<file path="config.mk">
export PLATFORM = sky130hd
export DESIGN_NAME = downmix_linear_resampler
export DESIGN_NICKNAME = d
export VERILOG_FILES = /design/src/sv/dlr_pkg.sv /design/src/sv/downmix_linear_resampler.sv
export VERILOG_INCLUDE_DIRS = /design/src /design/src/sv
export SDC_FILE = /design/constraint.sdc
export NUM_CORES = 2
export LEC_CHECK = 0
export BUFFER_PORTS_ARGS = -buffer_cell sky130_fd_sc_hd__buf_2
export CORE_UTILIZATION = 40
export CTS_BUF_LIST = sky130_fd_sc_hd__clkbuf_8
export CTS_CLUSTER_SIZE = 28
export DETAILED_ROUTE_END_ITERATION = 16
export SETUP_SLACK_MARGIN = 0.2
export SYNTH_ARGS = -nofsm -noshare
export SYNTH_HDL_FRONTEND = slang
export SYNTH_SLANG_ARGS = --single-unit
</file>
<file path="constraint.sdc">
create_clock -name i_clk -period 9.05 [get_ports i_clk]
set_input_delay 1.3575 -clock i_clk [delete_from_list [all_inputs] [get_ports i_clk]]
set_output_delay 1.3575 -clock i_clk [all_outputs]
set_load 0.01 [all_outputs]
</file>
<file path="src/sv/assert_macros.svh">
// ----------------------------------------------------------------------------
// Assertion macros
// Concurrent assertion shorthands, compiled out when ASSERT_OFF is defined.
// ----------------------------------------------------------------------------
`ifndef ASSERT_MACROS_SVH
`define ASSERT_MACROS_SVH

`ifndef ASSERT_OFF

// Expression must hold at every clock edge outside reset
`define ASSERT_ALWAYS(label, clk, rst_n, expr) \
    label: assert property (@(posedge clk) disable iff (!rst_n) (expr)) \
        else $error("assertion failed");

// Consequent must hold in the same cycle as the antecedent
`define ASSERT_IMPLY(label, clk, rst_n, ante, cons) \
    label: assert property (@(posedge clk) disable iff (!rst_n) (ante) |-> (cons)) \
        else $error("assertion failed");

// Consequent must hold in the cycle after the antecedent
`define ASSERT_NEXT(label, clk, rst_n, ante, cons) \
    label: assert property (@(posedge clk) disable iff (!rst_n) (ante) |=> (cons)) \
        else $error("assertion failed");

`else

`define ASSERT_ALWAYS(label, clk, rst_n, expr)
`define ASSERT_IMPLY(label, clk, rst_n, ante, cons)
`define ASSERT_NEXT(label, clk, rst_n, ante, cons)

`endif

`endif

</file>
<file path="src/sv/dlr_pkg.sv">
`timescale 1ns / 1ps
// ----------------------------------------------------------------------------
// dlr_pkg
// Shared constants and register codes of the downmix linear resampler.
// ----------------------------------------------------------------------------
package dlr_pkg;

    // Default datapath sizes
    localparam int FRAC_BITS_DEF   = 16;
    localparam int SAMPLE_BITS_DEF = 16;

    // Fixed register field widths
    localparam int CH_W       = 2;
    localparam int STEP_W     = 21;
    localparam int GAIN_W     = 16;
    localparam int GAIN_FRAC  = 12;
    localparam int CFG_DATA_W = 21;
    localparam int CFG_IDX_W  = 2;

    // Integer bits of the stored phase
    localparam int PHASE_INT_BITS = 6;

    // Result limit per input frame and its counter width
    localparam int MAX_RESULTS = 64;
    localparam int CNT_W       = 7;

    // Register reset values
    localparam logic [CH_W-1:0]   CHANNELS_RST = CH_W'(1);
    localparam logic              STEREO_RST   = 1'b0;
    localparam logic [STEP_W-1:0] STEP_RST     = STEP_W'(65536);
    localparam logic [GAIN_W-1:0] GAIN_RST     = GAIN_W'(4096);

    // Register indexes
    typedef enum logic [CFG_IDX_W-1:0] {
        CFG_INPUT_CHANNELS = 2'd0,
        CFG_KEEP_STEREO    = 2'd1,
        CFG_STEP_RATIO     = 2'd2,
        CFG_GAIN_LINEAR    = 2'd3
    } t_cfg_index;

endpackage

</file>
<file path="src/sv/downmix_linear_resampler.sv">
`timescale 1ns / 1ps
`include "assert_macros.svh"
// ----------------------------------------------------------------------------
// downmix_linear_resampler
// Linear interpolation resampler with stereo downmix, gain, round and clip.
// ----------------------------------------------------------------------------
// Channel   Direction  Handshake                 Payload
// input     in         i_valid / o_ready         i_sample_left, i_sample_right,
//                                                i_clip_end
// output    out        o_valid / i_ready         o_out_left, o_out_right,
//                                                o_run_last
// config    in         i_cfg_wr_en (no wait)     i_cfg_index, i_cfg_data
//
// A first frame of a clip that does not also end it is only stored. Any
// other frame is evaluated; then each output goes through setup and the
// single shared multiplier and its sequencer (once per channel in stereo),
// is rounded, and waits on i_ready. At most 64 outputs per frame.
// o_ready is high only in idle; one frame is worked on at a time.
// Reset is synchronous, active low; it clears the control registers and the clip state.
// ----------------------------------------------------------------------------
module downmix_linear_resampler
    import dlr_pkg::*;
#(
    parameter int FRAC_BITS   = FRAC_BITS_DEF,
    parameter int SAMPLE_BITS = SAMPLE_BITS_DEF
) (
    input  logic                          i_clk,
    input  logic                          i_rst_n,
    // configuration
    input  logic                          i_cfg_wr_en,
    input  logic [CFG_IDX_W-1:0]          i_cfg_index,
    input  logic [CFG_DATA_W-1:0]         i_cfg_data,
    // input frames
    input  logic                          i_valid,
    output logic                          o_ready,
    input  logic signed [SAMPLE_BITS-1:0] i_sample_left,
    input  logic signed [SAMPLE_BITS-1:0] i_sample_right,
    input  logic                          i_clip_end,
    // output samples
    output logic                          o_valid,
    input  logic                          i_ready,
    output logic signed [SAMPLE_BITS-1:0] o_out_left,
    output logic signed [SAMPLE_BITS-1:0] o_out_right,
    output logic                          o_run_last
);

    // Widths
    localparam int PHASE_W = FRAC_BITS + PHASE_INT_BITS;
    localparam int PH_BASE = (PHASE_W > STEP_W) ? PHASE_W : STEP_W;
    localparam int PHW     = PH_BASE + 2;
    localparam int VAL_W   = SAMPLE_BITS + 1;
    localparam int DIF_W   = SAMPLE_BITS + 2;
    localparam int MIX_W   = SAMPLE_BITS + FRAC_BITS + 2;
    localparam int HI_W    = MIX_W - GAIN_W;
    localparam int MA_T    = (DIF_W > HI_W) ? DIF_W : HI_W;
    localparam int MA_W    = (MA_T > GAIN_W + 1) ? MA_T : GAIN_W + 1;
    localparam int MB_W    = (FRAC_BITS > GAIN_W) ? FRAC_BITS + 1 : GAIN_W + 1;
    localparam int MP_W    = MA_W + MB_W;
    localparam int PROD_W  = MIX_W + GAIN_W + 1;
    localparam int SH      = FRAC_BITS + GAIN_FRAC + 1;
    localparam int Q_W     = PROD_W - SH;

    // Constants
    localparam logic [PHW-1:0]    ONE_POS = PHW'(1) << FRAC_BITS;
    localparam logic [PHW-1:0]    TWO_POS = PHW'(1) << (FRAC_BITS + 1);
    localparam logic [PROD_W-1:0] HALF    = PROD_W'(1) << (SH - 1);
    localparam logic signed [SAMPLE_BITS-1:0] S_MAX = {1'b0, {(SAMPLE_BITS-1){1'b1}}};
    localparam logic signed [SAMPLE_BITS-1:0] S_MIN = {1'b1, {(SAMPLE_BITS-1){1'b0}}};
    localparam logic signed [Q_W-1:0]         Q_MAX = Q_W'(S_MAX);
    localparam logic signed [Q_W-1:0]         Q_MIN = Q_W'(S_MIN);

    // Sequencer states
    typedef enum logic [9:0] {
        S_IDLE  = 10'b00_0000_0001,
        S_EVAL  = 10'b00_0000_0010,
        S_SETUP = 10'b00_0000_0100,
        S_MUL_D = 10'b00_0000_1000,
        S_MIX   = 10'b00_0001_0000,
        S_MUL_H = 10'b00_0010_0000,
        S_MUL_L = 10'b00_0100_0000,
        S_ROUND = 10'b00_1000_0000,
        S_NEXT  = 10'b01_0000_0000,
        S_OUT   = 10'b10_0000_0000
    } t_state;

    // Channel value scaled by two: doubled sample or sum of both channels
    function automatic logic signed [VAL_W-1:0] chan_val(
        input logic signed [SAMPLE_BITS-1:0] xl,
        input logic signed [SAMPLE_BITS-1:0] xr,
        input logic                          second,
        input logic                          sum_both
    );
        logic signed [VAL_W-1:0] v;
        if (second) begin
            v = VAL_W'(xr) <<< 1;
        end else if (sum_both) begin
            v = VAL_W'(xl) + VAL_W'(xr);
        end else begin
            v = VAL_W'(xl) <<< 1;
        end
        return v;
    endfunction

    // Control registers
    t_state                  r_state, n_state;
    logic [CH_W-1:0]         r_input_channels, n_input_channels;
    logic                    r_keep_stereo, n_keep_stereo;
    logic [STEP_W-1:0]       r_step_ratio, n_step_ratio;
    logic [GAIN_W-1:0]       r_gain, n_gain;
    logic                    r_have_prev, n_have_prev;
    logic [PHASE_W-1:0]      r_phase, n_phase;
    logic signed [SAMPLE_BITS-1:0] r_prev_l, n_prev_l, r_prev_r, n_prev_r;
    logic [CNT_W-1:0]        r_n, n_n;
    logic                    r_ch, n_ch;
    logic                    r_more, n_more;
    logic                    r_end, n_end;

    // Datapath registers
    logic signed [SAMPLE_BITS-1:0] r_cur_l, n_cur_l, r_cur_r, n_cur_r;
    logic [PHW-1:0]          r_ph, n_ph;
    logic signed [VAL_W-1:0] r_a, n_a;
    logic signed [DIF_W-1:0] r_d, n_d;
    logic [FRAC_BITS-1:0]    r_frac, n_frac;
    logic signed [MP_W-1:0]  r_prod, n_prod, r_hprod, n_hprod;
    logic [MIX_W-1:0]        r_mix, n_mix;
    logic signed [SAMPLE_BITS-1:0] r_out_l, n_out_l, r_out_r, n_out_r;

    // Combinational helpers
    logic                    two_ch, stereo, sum_both;
    logic [PHW-1:0]          step_x, ph_plus, lim, ph_wrap;
    logic                    more, interp, do_finish;
    logic signed [VAL_W-1:0] pa, pb;
    logic signed [MA_W-1:0]  mul_a;
    logic signed [MB_W-1:0]  mul_b;
    logic signed [MP_W-1:0]  mul_p;
    logic [MIX_W-1:0]        mix_sum;
    logic signed [HI_W-1:0]  mix_hi;
    logic signed [PROD_W-1:0] hprod_x, lprod_x, t_sum;
    logic signed [Q_W-1:0]   q_val;
    logic signed [SAMPLE_BITS-1:0] sat;

    // Mode decode
    assign two_ch   = r_input_channels[CH_W-1];
    assign stereo   = r_keep_stereo && two_ch;
    assign sum_both = two_ch && !stereo;

    // Loop condition: room for another result and position still in range
    assign step_x  = PHW'(r_step_ratio);
    assign ph_plus = r_ph + step_x;
    assign lim     = r_have_prev ? TWO_POS : ONE_POS;
    assign more    = (r_n < CNT_W'(MAX_RESULTS))
                     && (r_end ? (ph_plus <= lim) : (r_ph < ONE_POS));
    assign ph_wrap = (r_ph >= ONE_POS) ? (r_ph - ONE_POS) : '0;

    // Interpolation end points of the current channel
    assign interp = r_have_prev && (r_ph < ONE_POS);
    assign pb     = chan_val(r_cur_l, r_cur_r, r_ch, sum_both);
    assign pa     = interp ? chan_val(r_prev_l, r_prev_r, r_ch, sum_both) : pb;

    // Shared multiplier and its operand selection
    assign mix_hi = r_mix[MIX_W-1:GAIN_W];
    always_comb begin
        case (r_state)
            S_MUL_H: begin
                mul_a = MA_W'(mix_hi);
                mul_b = MB_W'(r_gain);
            end
            S_MUL_L: begin
                mul_a = MA_W'(r_mix[GAIN_W-1:0]);
                mul_b = MB_W'(r_gain);
            end
            default: begin
                mul_a = MA_W'(r_d);
                mul_b = MB_W'(r_frac);
            end
        endcase
    end
    assign mul_p = mul_a * mul_b;

    // a * one + (b - a) * frac
    assign mix_sum = (MIX_W'(r_a) <<< FRAC_BITS) + r_prod[MIX_W-1:0];

    // Recombine partial products, round half up, saturate
    assign hprod_x = PROD_W'(r_hprod);
    assign lprod_x = PROD_W'(r_prod);
    assign t_sum   = (hprod_x <<< GAIN_W) + lprod_x + HALF;
    assign q_val   = t_sum[PROD_W-1:SH];
    assign sat     = (q_val > Q_MAX) ? S_MAX
                   : (q_val < Q_MIN) ? S_MIN : q_val[SAMPLE_BITS-1:0];

    // Next-state logic
    always_comb begin
        n_state          = r_state;
        n_input_channels = r_input_channels;
        n_keep_stereo    = r_keep_stereo;
        n_step_ratio     = r_step_ratio;
        n_gain           = r_gain;
        n_have_prev      = r_have_prev;
        n_phase          = r_phase;
        n_prev_l         = r_prev_l;
        n_prev_r         = r_prev_r;
        n_n              = r_n;
        n_ch             = r_ch;
        n_more           = r_more;
        n_end            = r_end;
        n_cur_l          = r_cur_l;
        n_cur_r          = r_cur_r;
        n_ph             = r_ph;
        n_a              = r_a;
        n_d              = r_d;
        n_frac           = r_frac;
        n_prod           = r_prod;
        n_hprod          = r_hprod;
        n_mix            = r_mix;
        n_out_l          = r_out_l;
        n_out_r          = r_out_r;
        do_finish        = 1'b0;

        // register writes
        if (i_cfg_wr_en) begin
            unique case (t_cfg_index'(i_cfg_index))
                CFG_INPUT_CHANNELS: n_input_channels = i_cfg_data[CH_W-1:0];
                CFG_KEEP_STEREO:    n_keep_stereo    = i_cfg_data[0];
                CFG_STEP_RATIO:     n_step_ratio     = i_cfg_data[STEP_W-1:0];
                CFG_GAIN_LINEAR:    n_gain           = i_cfg_data[GAIN_W-1:0];
                default:            n_gain           = r_gain;
            endcase
        end

        unique case (r_state)
            S_IDLE: begin
                if (i_valid) begin
                    n_cur_l = i_sample_left;
                    n_cur_r = i_sample_right;
                    n_end   = i_clip_end;
                    n_ph    = PHW'(r_phase);
                    n_n     = '0;
                    if (!r_have_prev && !i_clip_end) begin
                        // first frame of a clip: store only
                        n_prev_l    = i_sample_left;
                        n_prev_r    = i_sample_right;
                        n_have_prev = 1'b1;
                    end else begin
                        n_state = S_EVAL;
                    end
                end
            end
            S_EVAL: begin
                if (r_n == '0) begin
                    if (more) begin
                        n_ch    = 1'b0;
                        n_state = S_SETUP;
                    end else begin
                        do_finish = 1'b1;
                        n_state   = S_IDLE;
                    end
                end else begin
                    n_more  = more;
                    n_state = S_OUT;
                end
            end
            S_SETUP: begin
                n_a     = pa;
                n_d     = DIF_W'(pb) - DIF_W'(pa);
                n_frac  = interp ? r_ph[FRAC_BITS-1:0] : '0;
                n_state = S_MUL_D;
            end
            S_MUL_D: begin
                n_prod  = mul_p;
                n_state = S_MIX;
            end
            S_MIX: begin
                n_mix   = mix_sum;
                n_state = S_MUL_H;
            end
            S_MUL_H: begin
                n_prod  = mul_p;
                n_state = S_MUL_L;
            end
            S_MUL_L: begin
                n_hprod = r_prod;
                n_prod  = mul_p;
                n_state = S_ROUND;
            end
            S_ROUND: begin
                if (r_ch) begin
                    n_out_r = sat;
                end else begin
                    n_out_l = sat;
                    n_out_r = '0;
                end
                if (stereo && !r_ch) begin
                    n_ch    = 1'b1;
                    n_state = S_SETUP;
                end else begin
                    n_state = S_NEXT;
                end
            end
            S_NEXT: begin
                n_ph    = ph_plus;
                n_n     = r_n + CNT_W'(1);
                n_state = S_EVAL;
            end
            S_OUT: begin
                if (i_ready) begin
                    if (r_more) begin
                        n_ch    = 1'b0;
                        n_state = S_SETUP;
                    end else begin
                        do_finish = 1'b1;
                        n_state   = S_IDLE;
                    end
                end
            end
            default: n_state = S_IDLE;
        endcase

        // end of frame: wrap the phase, or clear the clip at its last frame
        if (do_finish) begin
            if (r_end) begin
                n_have_prev = 1'b0;
                n_phase     = '0;
                n_prev_l    = '0;
                n_prev_r    = '0;
            end else begin
                n_phase  = ph_wrap[PHASE_W-1:0];
                n_prev_l = r_cur_l;
                n_prev_r = r_cur_r;
            end
        end
    end

    // Control registers
    always_ff @(posedge i_clk) begin
        if (!i_rst_n) begin
            r_state          <= S_IDLE;
            r_input_channels <= CHANNELS_RST;
            r_keep_stereo    <= STEREO_RST;
            r_step_ratio     <= STEP_RST;
            r_gain           <= GAIN_RST;
            r_have_prev      <= 1'b0;
            r_phase          <= '0;
            r_prev_l         <= '0;
            r_prev_r         <= '0;
            r_n              <= '0;
            r_ch             <= 1'b0;
            r_more           <= 1'b0;
            r_end            <= 1'b0;
        end else begin
            r_state          <= n_state;
            r_input_channels <= n_input_channels;
            r_keep_stereo    <= n_keep_stereo;
            r_step_ratio     <= n_step_ratio;
            r_gain           <= n_gain;
            r_have_prev      <= n_have_prev;
            r_phase          <= n_phase;
            r_prev_l         <= n_prev_l;
            r_prev_r         <= n_prev_r;
            r_n              <= n_n;
            r_ch             <= n_ch;
            r_more           <= n_more;
            r_end            <= n_end;
        end
    end

    // Datapath registers
    always_ff @(posedge i_clk) begin
        r_cur_l <= n_cur_l;
        r_cur_r <= n_cur_r;
        r_ph    <= n_ph;
        r_a     <= n_a;
        r_d     <= n_d;
        r_frac  <= n_frac;
        r_prod  <= n_prod;
        r_hprod <= n_hprod;
        r_mix   <= n_mix;
        r_out_l <= n_out_l;
        r_out_r <= n_out_r;
    end

    // Ports
    assign o_ready     = (r_state == S_IDLE);
    assign o_valid     = (r_state == S_OUT);
    assign o_out_left  = r_out_l;
    assign o_out_right = r_out_r;
    assign o_run_last  = !r_more;

    // Checks
    `ASSERT_ALWAYS(a_ready_valid_excl, i_clk, i_rst_n, !(o_ready && o_valid))
    `ASSERT_ALWAYS(a_count_bound, i_clk, i_rst_n, r_n <= CNT_W'(MAX_RESULTS))
    `ASSERT_NEXT(a_last_to_idle, i_clk, i_rst_n, o_valid && i_ready && o_run_last, o_ready)
    `ASSERT_NEXT(a_store_first, i_clk, i_rst_n, i_valid && o_ready && !r_have_prev && !i_clip_end, r_have_prev && o_ready)

endmodule
</file>
# Word level (Yosys, flattened, before mapping)
# Index checks and enable logic that the tools add are counted.
# op_classes
n_addsub	9
n_mul	1
order_cmp	6
eq_ne	20
n_mux	51
bitwise	2
reduce_logical	31
# op_table
cell	count
two-way mux 16 bit	13
one-hot mux 10 bit (10 select lines)	1
two-way mux 17 bit	5
adder 51 x 29 -> 51 bit (second input constant)	1
adder 51 bit	1
one-hot mux 24 bit (2 select lines)	1
two-way mux 22 bit	2
two-way mux 10 bit	4
one-hot mux 18 bit (2 select lines)	1
multiplier 18 x 17 -> 35 bit	1
adder 16 x 16 -> 17 bit	2
adder 34 bit	1
adder 24 x 21 -> 24 bit	1
greater-or-equal comparator 24 x 17 -> 1 bit (second input constant)	1
less-or-equal comparator 24 x 18 -> 1 bit	1
< comparator 24 x 17 -> 1 bit (second input constant)	1
two-way mux 24 bit	1
greater-than comparator 22 x 16 -> 1 bit (second input constant)	1
< comparator 22 x 16 -> 1 bit (second input constant)	1
subtractor 22 x 17 -> 22 bit (second input constant)	1
two-way mux 18 bit	1
subtractor 17 x 17 -> 18 bit	1
AND reduction 2 bit	8
two-way mux 1 bit	15
33 further kinds	54
# word_totals
register_bits	358
inputBits	61
elab_cells	144

# Logic depth before layout (Yosys ltp)
# logic_depth
word_depth	9
ltp_mapped	34
mapped_depth_nobuf	31

# Worst setup path after synthesis
# No wires, ideal clock.
# synth_path
path_type	reg2reg
startpoint	register r_state[9]
endpoint	register r_prod[31] (data pin)
setup_time_ns	0.259
arrival_ns	9.148
required_time_ns	8.791
setup_slack_ns	-0.357
path_stages_with_launch	31
path_cell_list	dfxtp_1 -> nor2_1 -> nand2_1 -> or3_1 -> or3_1 -> nor3b_2 -> clkbuf_1 -> a22oi_1 -> nand2_1 -> clkbuf_1 -> nand2_1 -> fa_1 -> fa_1 -> fa_1 -> inv_1 -> fa_1 -> fa_1 -> inv_1 -> fa_1 -> inv_1 -> ha_1 -> a211o_1 -> a311oi_1 -> o21ai_0 -> or4b_2 -> a31oi_1 -> o211ai_1 -> a31oi_1 -> a41o_1 -> nor4b_1 -> a211o_1
# synth_via
elab_chain_cells	4
elab_cells_between_ends	6
classes_between	mul: 1; eq/ne: 2; mux: 2; reduce/logical: 1
# synth_rtl
item	line	text
from (decl)	downmix_linear_resampler.sv:105	t_state r_state, n_state;
from (signal assigned)	downmix_linear_resampler.sv:350	r_state <= n_state;
== test 10 x 7 -> 1 bit or == test 10 x 6 -> 1 bit (tied branches)	downmix_linear_resampler.sv:163	case (r_state)
OR reduction 2 bit (no source line)	-	
two-way mux 16 bit	downmix_linear_resampler.sv:163	
multiplier 18 x 17 -> 35 bit *	downmix_linear_resampler.sv:178	assign mul_p = mul_a * mul_b;
via mul_p[31]	downmix_linear_resampler.sv:135	logic signed [MP_W-1:0] mul_p;
to (signal assigned)	downmix_linear_resampler.sv:374	r_prod <= n_prod;
to (decl)	downmix_linear_resampler.sv:124	logic signed [MP_W-1:0] r_prod, n_prod, r_hprod, n_hprod;
# The timed path passes the listed nets; every way through them passes the cells marked *.
# A chain may end at the register's enable or synchronous reset.

# Final worst setup path
# layout_path
startpoint	register r_state[9]
endpoint	register r_prod[32] (data pin)
# Same word-level chain as after synthesis.

==> results.py <==
metrics = {
    "cells_and_area": {
        "areaGrowthSynthToFinish_pct": 9.74,
        "seq_area_sq_um": 9580,
        "final_layout_size_suffix_gt1_frac": 0.0979,
        "layout.filler_cells": 7688,
        "finalInstanceArea_sq_um": 35000,
        "finalNetCount": 4082,
        "multi_input_area_sq_um": 20200,
    },
    "sta": {
        "finalHoldViolations": 0,
        "clock.fmax_mhz": 118,
        "worst_clock_skew_ps": 40.5,
        "grt_setup_unrepaired": "no",
        "max_slew.worst_pin.slew_ps": 1180,
        "slew_violations": 0,
        "timing.final.crit_period_ps": 8460,
        "fin_tns_setup_ps": 0,
        "finalSetupViolCount": 0,
        "final_min_period_over_clock_period": 0.935,
        "relSlewSlack": 0.214,
    },
    "logic_synthesis": {
        "yosysUniqueCellTypes": 82,
        "synthesis.area_sq_um": 31900,
        "library_cell_with_the_highest_instance_count_after_synthesis": "sky130_fd_sc_hd__nand2_1",
        "ys.flop_type": "sky130_fd_sc_hd__edfxtp_1",
        "synthArstFlopShare": 0,
        "postSynthRegisterBits": 357,
        "synth_edf_count": 243,
        "synth.yosys.seq_area_share": 0.300,
        "synthesis.yosys.warnings": 0,
        "synth.top_cells.by_area": "sky130_fd_sc_hd__edfxtp_1 (23%), sky130_fd_sc_hd__fa_1 (19%), sky130_fd_sc_hd__ha_1 (9.7%), sky130_fd_sc_hd__dfxtp_1 (7.2%), sky130_fd_sc_hd__nand2_1 (5.5%)",
        "synth_largest_area_cell": "sky130_fd_sc_hd__edfxtp_1",
        "netlist_instances": 3375,
        "synth_common_cells": "sky130_fd_sc_hd__nand2_1 (467), sky130_fd_sc_hd__inv_1 (444), sky130_fd_sc_hd__fa_1 (298)",
        "synth_top_cell_area_share": 0.229,
        "synthesis.area_per_instance_sq_um": 9.45,
        "synthesis.nets": 3981,
    },
    "die": {
        "fp-row-count": 103,
        "start_util": 0.404,
        "fp.dieW_um": 284,
        "dieArea_sq_um": 80900,
        "io-pin-count": 96,
        "dieHeight_um": 284,
        "core_area_sq_um": 79000,
    },
    "global_routing": {
        "wire_length_of_the_first_global_routing_pass_um": 136000,
        "first_global_vias": 24100,
        "grt_antenna_before_repair": 5,
        "grt-ovfl-total": 0,
        "grt_start_max_net_pins": 100,
        "groute.usage.overall": 0.215,
    },
    "routing": {
        "drt_iter0_drc": 1588,
        "detail_route.wirelength_um": 86200,
        "detailed_routing_iteration_count_for_the_pre_antenna_repair_pass": 5,
        "avgViaCountPerCell": 5.24,
        "routedWlPerCell_um": 18.8,
        "dr_total_vias": 24000,
        "final_antenna_net_count": 0,
        "post-route-drc-count": 0,
    },
    "critical_path": {
        "critical-path-top-cell-by-count": "sky130_fd_sc_hd__fa_1",
        "worst-endpoint-required_ps": 9450,
        "stage_delay_of_the_slowest_cell_on_the_critical_path_ps": 560,
        "timing.rr.start": "r_state[9]$_SDFFE_PN0P_",
        "worstSetupPathType": "reg -> reg",
        "critical_path_origin": "r_state[9]$_SDFFE_PN0P_",
        "critPathArrivalTime_ps": 8860,
        "critical_path.max_fanout": 12,
        "critPathCaptureType": "flop",
        "critical_path.slowest_cell": "sky130_fd_sc_hd__fa_1",
        "worst_setup_path_start_kind": "flop",
    },
    "power": {
        "netsw_mw": 1.63,
        "clock_power_share": 0.288,
        "swShare": 0.336,
        "power.internal_mw": 3.21,
        "power_density_nw_per_um2": 138,
        "irDropWorstVdd_v": 0.000118,
        "power.share.sequential": 0.424,
        "pwr-share-comb": 0.287,
        "power.leakage_nw": 15.6,
    },
    "clocking": {
        "clk_pin_slew_ps": 70,
        "cts-root-buf": "sky130_fd_sc_hd__clkbuf_8",
        "cts-root-to-sink-buffers": 3,
        "insertion_delay_ps": 670,
        "post_cts_hold_fix_bufs": 0,
        "tritoncts": "built",
        "cts_htree_levels": 2,
        "num_cts_buffers": 57,
        "clock-sinks": 357,
    },
    "placed_design": {
        "detailed_place_hpwl_um": 68100,
        "port-buffer-count": 95,
        "gp_congestion": 0.954,
        "placed_cell_area_sq_um": 33800,
    },
    "hold_path": {
        "timing.hold.worst.class": "reg -> reg",
        "min-delay-start": "r_prod[3]$_DFFE_PP_",
    },
    "run": {
        "max-cap-violations": 0,
    },
    "outcome": {
        "run_status": "finished, final reports clean",
    },
}
[worst max-delay path: cells and delay by family, from the launching register on]
family	cells	cell delay [ps]
multiplexers	1	270
adder cells (fa/ha/maj)	7	3280
AND/OR/NAND/NOR	8	1570
XOR/XNOR	1	90
AO/OA/AOI/OAI	8	2060
buffers and inverters	5	570
flip-flops	1	350
[final timing paths]
path	slack [ps]	depth (start not counted)	to
setup / recovery	590	30	r_prod[32]$_DFFE_PP_
hold reg to reg	460	0	r_mix[3]$_DFFE_PP_
setup reg to reg	590	30	r_prod[32]$_DFFE_PP_
hold / removal	460	0	r_mix[3]$_DFFE_PP_
[per-layer routing]
layer	routed length [um]	vias to the layer above	global-route usage
met3	5360	133	0.0427
li1	-	11600	-
met1	38100	11700	0.284
met5	0	-	0
met2	40000	585	0.352
met4	2690	0	0.0684
[cell type report]
| cell class | count | area share |
|---|---|---|
| multi-input combinational | 2449 | 0.578 |
| sequential | 357 | 0.274 |
| inverter | 444 | 0.0476 |
| tap | 1050 | 0.0375 |
| timing repair buffer | 167 | 0.0307 |
| clock buffer | 61 | 0.0240 |
| clock inverter | 46 | 0.00797 |
| antenna | 2 | 0.000143 |
[power groups by stage]
stage	Clock [mW]	Combinational [mW]	Sequential [mW]
2_1_floorplan	0	1.08	2.02
3_3_place_gp	0	1.36	2.08
3_5_place_dp	0	1.37	2.08
4_1_cts	1.43	1.38	2.05
5_1_grt	1.49	1.56	2.07
6_report	1.39	1.39	2.05
[registers in the layout (all words and copies together), names as in the netlist, 17 cells and up]
name / count
r_d: 18
r_mix: 34
r_prod: 35
r_step_ratio: 21
r_phase: 22
r_a: 17
r_hprod: 35
r_ph: 24
[cells by family (layout without fill, tap and decap cells)]
group,Yosys count,count (layout),synth area share
and+or+nand+nor,1066,1067,0.151
muxes,134,134,0.0440
DFF,357,357,0.300
adders and majority gates,545,545,0.284
AOI/OAI and AO/OA,575,575,0.115
other,0,2,0
buffers and inverters,570,718,0.0699
xor gates and xnor gates,128,128,0.0351
[layout by cell type, fill, tap and decap left out, types with 14 or more instances in the layout]
| master | n |
|---|---|
| sky130_fd_sc_hd__nand2b_1 | 26 |
| sky130_fd_sc_hd__and2_1 | 42 |
| sky130_fd_sc_hd__nand3_1 | 51 |
| sky130_fd_sc_hd__o21a_1 | 21 |
| sky130_fd_sc_hd__clkbuf_8 | 61 |
| sky130_fd_sc_hd__ha_1 | 247 |
| sky130_fd_sc_hd__mux2i_1 | 83 |
| sky130_fd_sc_hd__nor2b_1 | 18 |
| sky130_fd_sc_hd__nand2_1 | 467 |
| sky130_fd_sc_hd__buf_4 | 67 |
| sky130_fd_sc_hd__or3_1 | 16 |
| sky130_fd_sc_hd__mux2_2 | 48 |
| sky130_fd_sc_hd__a21oi_1 | 184 |
| sky130_fd_sc_hd__clkinv_1 | 14 |
| sky130_fd_sc_hd__o21bai_1 | 15 |
| sky130_fd_sc_hd__buf_2 | 94 |
| sky130_fd_sc_hd__xor2_1 | 46 |
| sky130_fd_sc_hd__o211ai_1 | 17 |
| sky130_fd_sc_hd__o21ai_0 | 120 |
| sky130_fd_sc_hd__edfxtp_1 | 243 |
| sky130_fd_sc_hd__nand3b_1 | 36 |
| sky130_fd_sc_hd__a211oi_1 | 18 |
| sky130_fd_sc_hd__nor3_1 | 44 |
| sky130_fd_sc_hd__a22oi_1 | 24 |
| sky130_fd_sc_hd__nor2_1 | 269 |
| sky130_fd_sc_hd__inv_1 | 462 |
| sky130_fd_sc_hd__and3_1 | 19 |
| sky130_fd_sc_hd__xnor2_1 | 82 |
| sky130_fd_sc_hd__fa_1 | 298 |
| sky130_fd_sc_hd__dfxtp_1 | 113 |
| sky130_fd_sc_hd__a21o_1 | 56 |
[through the flow]
stage / std cells / power [mW] / hold slack (ps) / utilization / worst slack, ps
3_5_place_dp: 4462 / 3.46 / 441 / 0.427 / 20.9
5_1_grt: 4576 / 5.12 / 460 / 0.443 / 184
6_report: 4576 / 4.84 / 456 / 0.443 / 587
3_3_place_gp: 4462 / 3.44 / 432 / 0.427 / 165
2_1_floorplan: 3375 / 3.10 / 421 / - / 267
4_1_cts: 4569 / 4.86 / 456 / 0.442 / 207
[repair_timing]
action                                  CTS  global route
cloned                                    0             1
endpoints found under the setup margin    3             8
pin swaps                                 1             6
resized for setup                         4            17
buffers inserted                          0             4
No activity file was read; power rests on OpenSTA's default activity.
